[config.mk]
export PLATFORM = sky130hd
export DESIGN_NAME = fasta_strided_kmer_extractor_core
export DESIGN_NICKNAME = d
export VERILOG_FILES = /design/src/hw/rtl/fske_pkg.sv /design/src/hw/rtl/fasta_strided_kmer_extractor_core.sv
export SDC_FILE = /design/constraint.sdc
export NUM_CORES = 1
export LEC_CHECK = 0
export ABC_AREA = 0
export BUFFER_PORTS_ARGS = -buffer_cell sky130_fd_sc_hd__buf_2
export CORE_MARGIN = 5
export CORE_UTILIZATION = 45
export CTS_CLUSTER_SIZE = 8
export DETAILED_ROUTE_END_ITERATION = 12
export HOLD_SLACK_MARGIN = 0.05
export PLACE_DENSITY_LB_ADDON = 0.25
export SKIP_CTS_REPAIR_TIMING = 1
export SKIP_LAST_GASP = 1
export SYNTH_ARGS = -nofsm -noshare
export SYNTH_HDL_FRONTEND = slang
export SYNTH_SLANG_ARGS = --single-unit
[constraint.sdc]
create_clock -name clk_i -period 2.7 [get_ports clk_i]
set_input_delay 0.27 -clock clk_i [delete_from_list [all_inputs] [get_ports clk_i]]
set_output_delay 0.27 -clock clk_i [all_outputs]
set_load 0.01 [all_outputs]
[src/hw/rtl/fske_pkg.sv]
// ----------------------------------------------------------------------------
// fske_pkg
// Shared types and constants of the strided FASTA k-mer extractor.
// ----------------------------------------------------------------------------
package fske_pkg;

  // Length of one k-mer in bases.
  localparam int KMER_LEN = 31;
  // Width of a window pointer and of a count that can hold KMER_LEN itself.
  localparam int PTR_W = (KMER_LEN > 1) ? $clog2(KMER_LEN) : 1;
  localparam int CNT_W = $clog2(KMER_LEN + 1);

  // Configuration register widths and indexes.
  localparam int STRIDE_W  = 5;
  localparam int CFG_IDX_W = 1;
  localparam int CFG_DAT_W = 5;
  localparam logic [CFG_IDX_W-1:0] CFG_STRIDE = 1'd0;
  localparam logic [CFG_IDX_W-1:0] CFG_MARK   = 1'd1;
  localparam logic [STRIDE_W-1:0]  STRIDE_RST = 5'd31;

  // Input operations.
  localparam logic OP_BYTE = 1'b0;
  localparam logic OP_END  = 1'b1;

  // Characters with a meaning in the stream.
  localparam logic [7:0] CH_HEADER  = 8'h3E;
  localparam logic [7:0] CH_NEWLINE = 8'h0A;
  localparam logic [7:0] CH_MARK    = 8'h3D;

  // Input transaction payload.
  typedef struct packed {
    logic       op;
    logic [7:0] in_byte;
  } fske_in_t;

  // Output transaction payload.
  typedef struct packed {
    logic [7:0] out_char;
    logic       last;
  } fske_out_t;

endpackage

[src/hw/rtl/fasta_strided_kmer_extractor_core.sv]
// ----------------------------------------------------------------------------
// fasta_strided_kmer_extractor_core
// Skips FASTA headers and emits strided k-mers of the sequence bases, one
// character per output transaction, from a circular window memory.
// ----------------------------------------------------------------------------
// Order: a k-mer start enters S_KMER, the window entry goes to the read data
//   register, then the character to the output register; inputs wait meanwhile.
// Throughput: one character per cycle while emitting and out_ready_i is high,
//   set by the single read port of the window memory.
// Reset: control state clears and the registers return to stride 31 with
//   marking off at once; the window memory is not cleared, since every entry
//   is rewritten before it is read.
module fasta_strided_kmer_extractor_core
  import fske_pkg::*;
(
  input  logic                 clk_i,
  input  logic                 rst_ni,
  input  logic                 cfg_we_i,
  input  logic [CFG_IDX_W-1:0] cfg_idx_i,
  input  logic [CFG_DAT_W-1:0] cfg_wdata_i,
  input  logic                 in_valid_i,
  output logic                 in_ready_o,
  input  fske_in_t             in_data_i,
  output logic                 out_valid_o,
  input  logic                 out_ready_i,
  output fske_out_t            out_data_o
);

  typedef enum logic [4:0] {
    S_IDLE    = 5'b00001,
    S_MARK_EQ = 5'b00010,
    S_MARK_NL = 5'b00100,
    S_KMER    = 5'b01000,
    S_KMER_NL = 5'b10000
  } state_e;

  state_e state_q, state_d;

  logic [STRIDE_W-1:0] stride_q;
  logic                mark_q;
  logic [CNT_W-1:0]    fill_q, fill_d;
  logic [STRIDE_W-1:0] phase_q, phase_d;
  logic                unemit_q, unemit_d;
  logic                in_seq_q, in_seq_d;
  logic                pend_q, pend_d;
  logic [PTR_W-1:0]    wptr_q, wptr_d;
  logic [PTR_W-1:0]    raddr_q, raddr_d;
  logic [CNT_W-1:0]    rd_left_q, rd_left_d;
  logic [CNT_W-1:0]    ld_left_q, ld_left_d;
  logic                rdv_q, rdv_d;
  logic                out_valid_q, out_valid_d;
  fske_out_t           out_q, out_d;

  logic [7:0] mem [KMER_LEN];
  logic [7:0] rdata_q;

  logic             accept;
  logic             can_load;
  logic             rd_en;
  logic             wr_en;
  logic             has_tail;
  logic [PTR_W-1:0] wptr_inc;
  logic [PTR_W-1:0] raddr_inc;
  logic [CNT_W-1:0] fill_inc;
  logic [STRIDE_W-1:0] phase_inc;

  assign in_ready_o  = (state_q == S_IDLE);
  assign accept      = in_valid_i && in_ready_o;
  assign can_load    = !out_valid_q || out_ready_i;
  assign out_valid_o = out_valid_q;
  assign out_data_o  = out_q;

  assign has_tail  = (fill_q == CNT_W'(KMER_LEN)) && unemit_q;
  assign wptr_inc  = (wptr_q == PTR_W'(KMER_LEN - 1)) ? '0 : wptr_q + PTR_W'(1);
  assign raddr_inc = (raddr_q == PTR_W'(KMER_LEN - 1)) ? '0 : raddr_q + PTR_W'(1);
  assign fill_inc  = fill_q + CNT_W'(1);
  assign phase_inc = phase_q + STRIDE_W'(1);

  // Read the next window entry whenever the read data register is free.
  assign rd_en = (state_q == S_KMER) && (rd_left_q != '0) && (!rdv_q || can_load);

  // Configuration writes.
  always_ff @(posedge clk_i or negedge rst_ni) begin
    if (!rst_ni) begin
      stride_q <= STRIDE_RST;
      mark_q   <= 1'b0;
    end else if (cfg_we_i) begin
      unique case (cfg_idx_i)
        CFG_STRIDE: stride_q <= cfg_wdata_i[STRIDE_W-1:0];
        CFG_MARK:   mark_q   <= cfg_wdata_i[0];
        default:    ;
      endcase
    end
  end

  // Window memory: one write port, one registered read port.
  always_ff @(posedge clk_i) begin
    if (wr_en) begin
      mem[wptr_q] <= in_data_i.in_byte;
    end
    if (rd_en) begin
      rdata_q <= mem[raddr_q];
    end
  end

  // Input decoding, window bookkeeping and the emission sequencer.
  always_comb begin
    state_d     = state_q;
    fill_d      = fill_q;
    phase_d     = phase_q;
    unemit_d    = unemit_q;
    in_seq_d    = in_seq_q;
    pend_d      = pend_q;
    wptr_d      = wptr_q;
    raddr_d     = rd_en ? raddr_inc : raddr_q;
    rd_left_d   = rd_en ? rd_left_q - CNT_W'(1) : rd_left_q;
    ld_left_d   = ld_left_q;
    rdv_d       = rd_en ? 1'b1 : ((rdv_q && can_load) ? 1'b0 : rdv_q);
    out_valid_d = (out_valid_q && out_ready_i) ? 1'b0 : out_valid_q;
    out_d       = out_q;
    wr_en       = 1'b0;

    unique case (state_q)
      S_IDLE: begin
        if (accept) begin
          if (in_data_i.op == OP_END || in_data_i.in_byte == CH_HEADER) begin
            // Record boundary or end of input: optional marker, tail, clear.
            if (in_data_i.op == OP_BYTE && mark_q) begin
              state_d = S_MARK_EQ;
              pend_d  = has_tail;
            end else if (has_tail) begin
              state_d = S_KMER;
            end
            raddr_d   = wptr_q;
            rd_left_d = CNT_W'(KMER_LEN);
            ld_left_d = CNT_W'(KMER_LEN);
            fill_d    = '0;
            phase_d   = '0;
            unemit_d  = 1'b0;
            in_seq_d  = 1'b0;
          end else if (in_data_i.in_byte == CH_NEWLINE) begin
            in_seq_d = 1'b1;
          end else if (in_seq_q) begin
            // A base: store it and decide whether a k-mer starts here.
            wr_en     = 1'b1;
            wptr_d    = wptr_inc;
            raddr_d   = wptr_inc;
            rd_left_d = CNT_W'(KMER_LEN);
            ld_left_d = CNT_W'(KMER_LEN);
            if (fill_q < CNT_W'(KMER_LEN)) begin
              fill_d = fill_inc;
              if (fill_inc == CNT_W'(KMER_LEN)) begin
                phase_d  = '0;
                unemit_d = 1'b0;
                state_d  = S_KMER;
              end
            end else if (phase_inc >= stride_q) begin
              phase_d  = '0;
              unemit_d = 1'b0;
              state_d  = S_KMER;
            end else begin
              phase_d  = phase_inc;
              unemit_d = 1'b1;
            end
          end
        end
      end
      S_MARK_EQ: begin
        if (can_load) begin
          out_valid_d   = 1'b1;
          out_d.out_char = CH_MARK;
          out_d.last    = 1'b0;
          state_d       = S_MARK_NL;
        end
      end
      S_MARK_NL: begin
        if (can_load) begin
          out_valid_d   = 1'b1;
          out_d.out_char = CH_NEWLINE;
          out_d.last    = !pend_q;
          state_d       = pend_q ? S_KMER : S_IDLE;
        end
      end
      S_KMER: begin
        if (rdv_q && can_load) begin
          out_valid_d    = 1'b1;
          out_d.out_char = rdata_q;
          out_d.last     = 1'b0;
          ld_left_d      = ld_left_q - CNT_W'(1);
          if (ld_left_q == CNT_W'(1)) begin
            state_d = S_KMER_NL;
          end
        end
      end
      S_KMER_NL: begin
        if (can_load) begin
          out_valid_d    = 1'b1;
          out_d.out_char = CH_NEWLINE;
          out_d.last     = 1'b1;
          state_d        = S_IDLE;
        end
      end
      default: begin
        state_d = S_IDLE;
      end
    endcase
  end

  // Control registers.
  always_ff @(posedge clk_i or negedge rst_ni) begin
    if (!rst_ni) begin
      state_q     <= S_IDLE;
      fill_q      <= '0;
      phase_q     <= '0;
      unemit_q    <= 1'b0;
      in_seq_q    <= 1'b0;
      pend_q      <= 1'b0;
      wptr_q      <= '0;
      raddr_q     <= '0;
      rd_left_q   <= '0;
      ld_left_q   <= '0;
      rdv_q       <= 1'b0;
      out_valid_q <= 1'b0;
    end else begin
      state_q     <= state_d;
      fill_q      <= fill_d;
      phase_q     <= phase_d;
      unemit_q    <= unemit_d;
      in_seq_q    <= in_seq_d;
      pend_q      <= pend_d;
      wptr_q      <= wptr_d;
      raddr_q     <= raddr_d;
      rd_left_q   <= rd_left_d;
      ld_left_q   <= ld_left_d;
      rdv_q       <= rdv_d;
      out_valid_q <= out_valid_d;
    end
  end

  // Output payload register.
  always_ff @(posedge clk_i) begin
    out_q <= out_d;
  end

endmodule
==> reports/results.tsv <==
stage	metric	value	unit
logic_synthesis	Gate Count Post-Synth	776	
logic_synthesis	Seq/Total Area, Yosys	69.0	%
route	vias per cell	5.69	
floorplanning	die width	181	µm
clock_network	CTS sink count	311	
logic_synthesis	Yosys cell types	65	
logic_synthesis	Main synth FF type	edfxtp_1	
timing	crit share post-route	93.7	%
run_status	status	finished clean	
timing	final hold violation count	0	
logic_synthesis	Net Count, Synth	815	
logic_synthesis	top cells by area, synth	edfxtp_1 (60%), mux4_2 (12%), dfrtp_1 (7.6%)	
clock_network	CTS tree	built	
logic_synthesis	FFs w/ async S/R, synth	14.8	%
floorplanning	Core ar.	28900	µm²
logic_synthesis	synthesized flop and latch total	311	
floorplanning	Die ar.	32900	µm²
floorplanning	Die Ht	181	µm
timing	Slew Limit Fails	0	
critical_path	Crit path buffers/inverters	0	
timing	Setup TNS	0	ps
cells_and_area	fin nets	925	
place	number of port buffers	30	
critical_path	slowest stage delay, CP	450	ps
clock_network	CTS Buffer Depth	3	
critical_path	Critical Setup Path Class	flip-flop to flip-flop	
global_route	largest net degree at the start of global routing	40	
global_route	first-pass GRT wire length	45.2	mm
timing	fin crit period	2530	ps
cells_and_area	P&R area growth vs syn	17.2	%
clock_network	Reg clk slew, reported paths	50	ps
cells_and_area	n_diodes	0	
clock_network	clk_lat worst skew	530	ps
logic_synthesis	Post-Syn Area per Cell	17.0	µm²
floorplanning	Top Ports	31	
route	drc violations	0	
critical_path	Startpoint Class	flip-flop	
timing	Layout Skew	16.0	ps
timing	Max transition margin	38.9	%
clock_network	Num CTS Buffers	44	
cells_and_area	share of layout cells above drive strength 1	28.0	%
critical_path	CP required	3140	ps
route	drt initial violations	733	
critical_path	CP most frequent cell	ha_1	
worst_hold_path	Hold/Removal Path Class	input pin to flip-flop	
critical_path	Worst setup EP type	flip-flop	
critical_path	crit-path cells	ha_1, nand3_1, xnor2_2, ha_1, a2111o_1, a31oi_1, o211ai_1, and3b_1, o21ai_0	
job	max-cap violations	0	
place	Placer Congestion	0.786	
timing	endpoints failing setup	0	
logic_synthesis	yosys warns	0	
global_route	initial antenna violation count	0	
floorplanning	Initial Utilization	45.8	%
logic_synthesis	post-synth top area cell	edfxtp_1	
logic_synthesis	Post-synth EDFFs	265	
route	Pre-antenna DRT Iters	5	
route	Routed Wire Length	29.1	mm
clock_network	Root Buffer	clkbuf_16	
floorplanning	row count	62	
logic_synthesis	post-synth top area share	60.2	%
route	DR WL/cell	22.5	µm
place	DP HPWL	19.3	mm
clock_network	number of H-tree levels	2	
pwr	Leak	5.49	nW
global_route	All-Layer GR Usage	17.8	%
critical_path	Slowest cell on crit path	dfrtp_1	
critical_path	Worst R2R Setup Slack	170	ps
route	Antenna Nets Post-Route	0	
logic_synthesis	Mapped Area	13200	µm²
timing	Hold WS	76.0	ps
pwr	peak supply drop	405	µV
global_route	grt ovf	0	
pwr	pwr/cell area	908	nW/µm²
critical_path	family with the most delay on the worst path	compound AO/OA/AOI/OAI gates	
critical_path	worst-path fanout max	5	
timing	RSZ-0062 raised after global routing	no	
global_route	vias in the first global route	7543	
timing	fmax	0.395	GHz
timing	Least-Margin Pin Slew	917	ps
critical_path	Crit path arrival time	2970	ps
route	via count	7377	
logic make-up (layout without fill, tap and decap cells):
logic type,Yosys count,after routing,share of synthesized area (%)
compound gates,103,103,5.02
xor+xnor,10,10,0.663
fa+ha+maj,19,19,1.80
buf+inv,58,194,2.18
flops,311,311,69.0
mux,90,90,13.7
simple gates,185,185,7.66
sequential cells by signal, indices dropped and copies added, names as in the netlist, 5 cells and up:
name	cells
out_data_o	9
stride_q	5
rd_left_q	5
fill_q	5
phase_q	5
state_q	5
rdata_q	8
raddr_q	5
ld_left_q	5
mem	248
wptr_q	5
cell usage in the layout, fill, tap and decap left out, types with 4 or more instances in the layout:
| master | synthesis | final |
|---|---|---|
| a21oi_1 | 18 | 18 |
| a31oi_1 | 5 | 5 |
| a32o_1 | 4 | 4 |
| and2_1 | 7 | 7 |
| and3_1 | 6 | 6 |
| buf_12 | 0 | 4 |
| buf_2 | 8 | 30 |
| buf_4 | 0 | 61 |
| clkbuf_1 | 21 | 26 |
| clkbuf_16 | 0 | 44 |
| dfrtp_1 | 40 | 38 |
| dfstp_2 | 6 | 6 |
| dlygate4sd3_1 | 0 | 6 |
| edfxtp_1 | 265 | 265 |
| ha_1 | 19 | 19 |
| inv_1 | 19 | 19 |
| mux2_2 | 10 | 10 |
| mux2i_1 | 8 | 8 |
| mux4_2 | 72 | 72 |
| nand2_1 | 50 | 50 |
| nand2b_1 | 5 | 5 |
| nand3_1 | 11 | 11 |
| nand3b_1 | 6 | 6 |
| nand4_1 | 4 | 4 |
| nor2_1 | 53 | 53 |
| nor2b_1 | 6 | 6 |
| nor3_1 | 7 | 7 |
| nor3_2 | 4 | 4 |
| nor4_1 | 4 | 4 |
| o211ai_1 | 4 | 4 |
| o21a_1 | 5 | 5 |
| o21ai_0 | 37 | 37 |
| o31ai_1 | 4 | 4 |
| xnor2_1 | 7 | 6 |
per-layer routing:
layer | global-route usage, % | part of all wire [%] | up-vias
li1 | - | - | 3284
met1 | 24.7 | 43 | 3809
met2 | 28.5 | 48 | 241
met3 | 4.26 | 6.8 | 43
met4 | 4.98 | 2.1 | 0
met5 | 0 | 0 | -
synthesized netlist by cell type, drive strengths merged (11+ instances only):
| master | count |
|---|---|
| a21oi | 18 |
| buf | 17 |
| clkbuf | 21 |
| dfrtp | 40 |
| edfxtp | 265 |
| ha | 19 |
| inv | 19 |
| mux4 | 72 |
| nand2 | 55 |
| nand3 | 11 |
| nor2 | 53 |
| nor3 | 11 |
| o21ai | 41 |
worst min-delay path: cells and delay by family:
family,cells,cell delay [ps]
multiplexers,1,140
buffers and inverters,1,100
AND/OR/NAND/NOR,1,60
cell type report:
cell class | count | area, µm²
clock buffers | 70 | 1200
clock inverters | 2 | 25.0
fillers | 2257 | 13400
inverters | 20 | 75.1
multi-input cells | 407 | 3820
flip-flops and latches | 311 | 9120
well taps | 384 | 480
repair buffers | 102 | 763
metrics by stage:
stage	setup slack (ps)	area (µm²)	power (mW)	util (%)	instances
2_1_floorplan	141	13200	8.22	-	776
3_3_place_gp	112	14200	9.15	49.1	1217
3_5_place_dp	72.2	14200	9.25	49.1	1217
4_1_cts	43.6	15400	14.2	53.4	1289
5_1_grt	12.3	15500	14.7	53.7	1296
6_report	170	15500	14.1	53.7	1296
worst paths after layout:
check / from / end / cells past startpoint
min in group asynchronous: rst_ni / ld_left_q[3]$_DFFE_PN0P_ / 2
max reg2reg: phase_q[0]$_DFFE_PN0P_ / state_q[0]$_DFFE_PN1P_ / 9
max in group asynchronous: rst_ni / stride_q[4]$_DFFE_PN1P_ / 3
max: phase_q[0]$_DFFE_PN0P_ / state_q[0]$_DFFE_PN1P_ / 9
min: cfg_we_i / mark_q$_DFFE_PN0P_ / 3
min reg2reg: unemit_q$_DFFE_PN0P_ / unemit_q$_DFFE_PN0P_ / 2
report_power, final:
part / switching [mW] / total, mW / internal [mW]
Sequential: 0.358 / 5.82 / 5.46
Combinational: 1.63 / 3.38 / 1.74
Clock: 1.87 / 4.87 / 3.00
(Power assumes the default switching activity.)
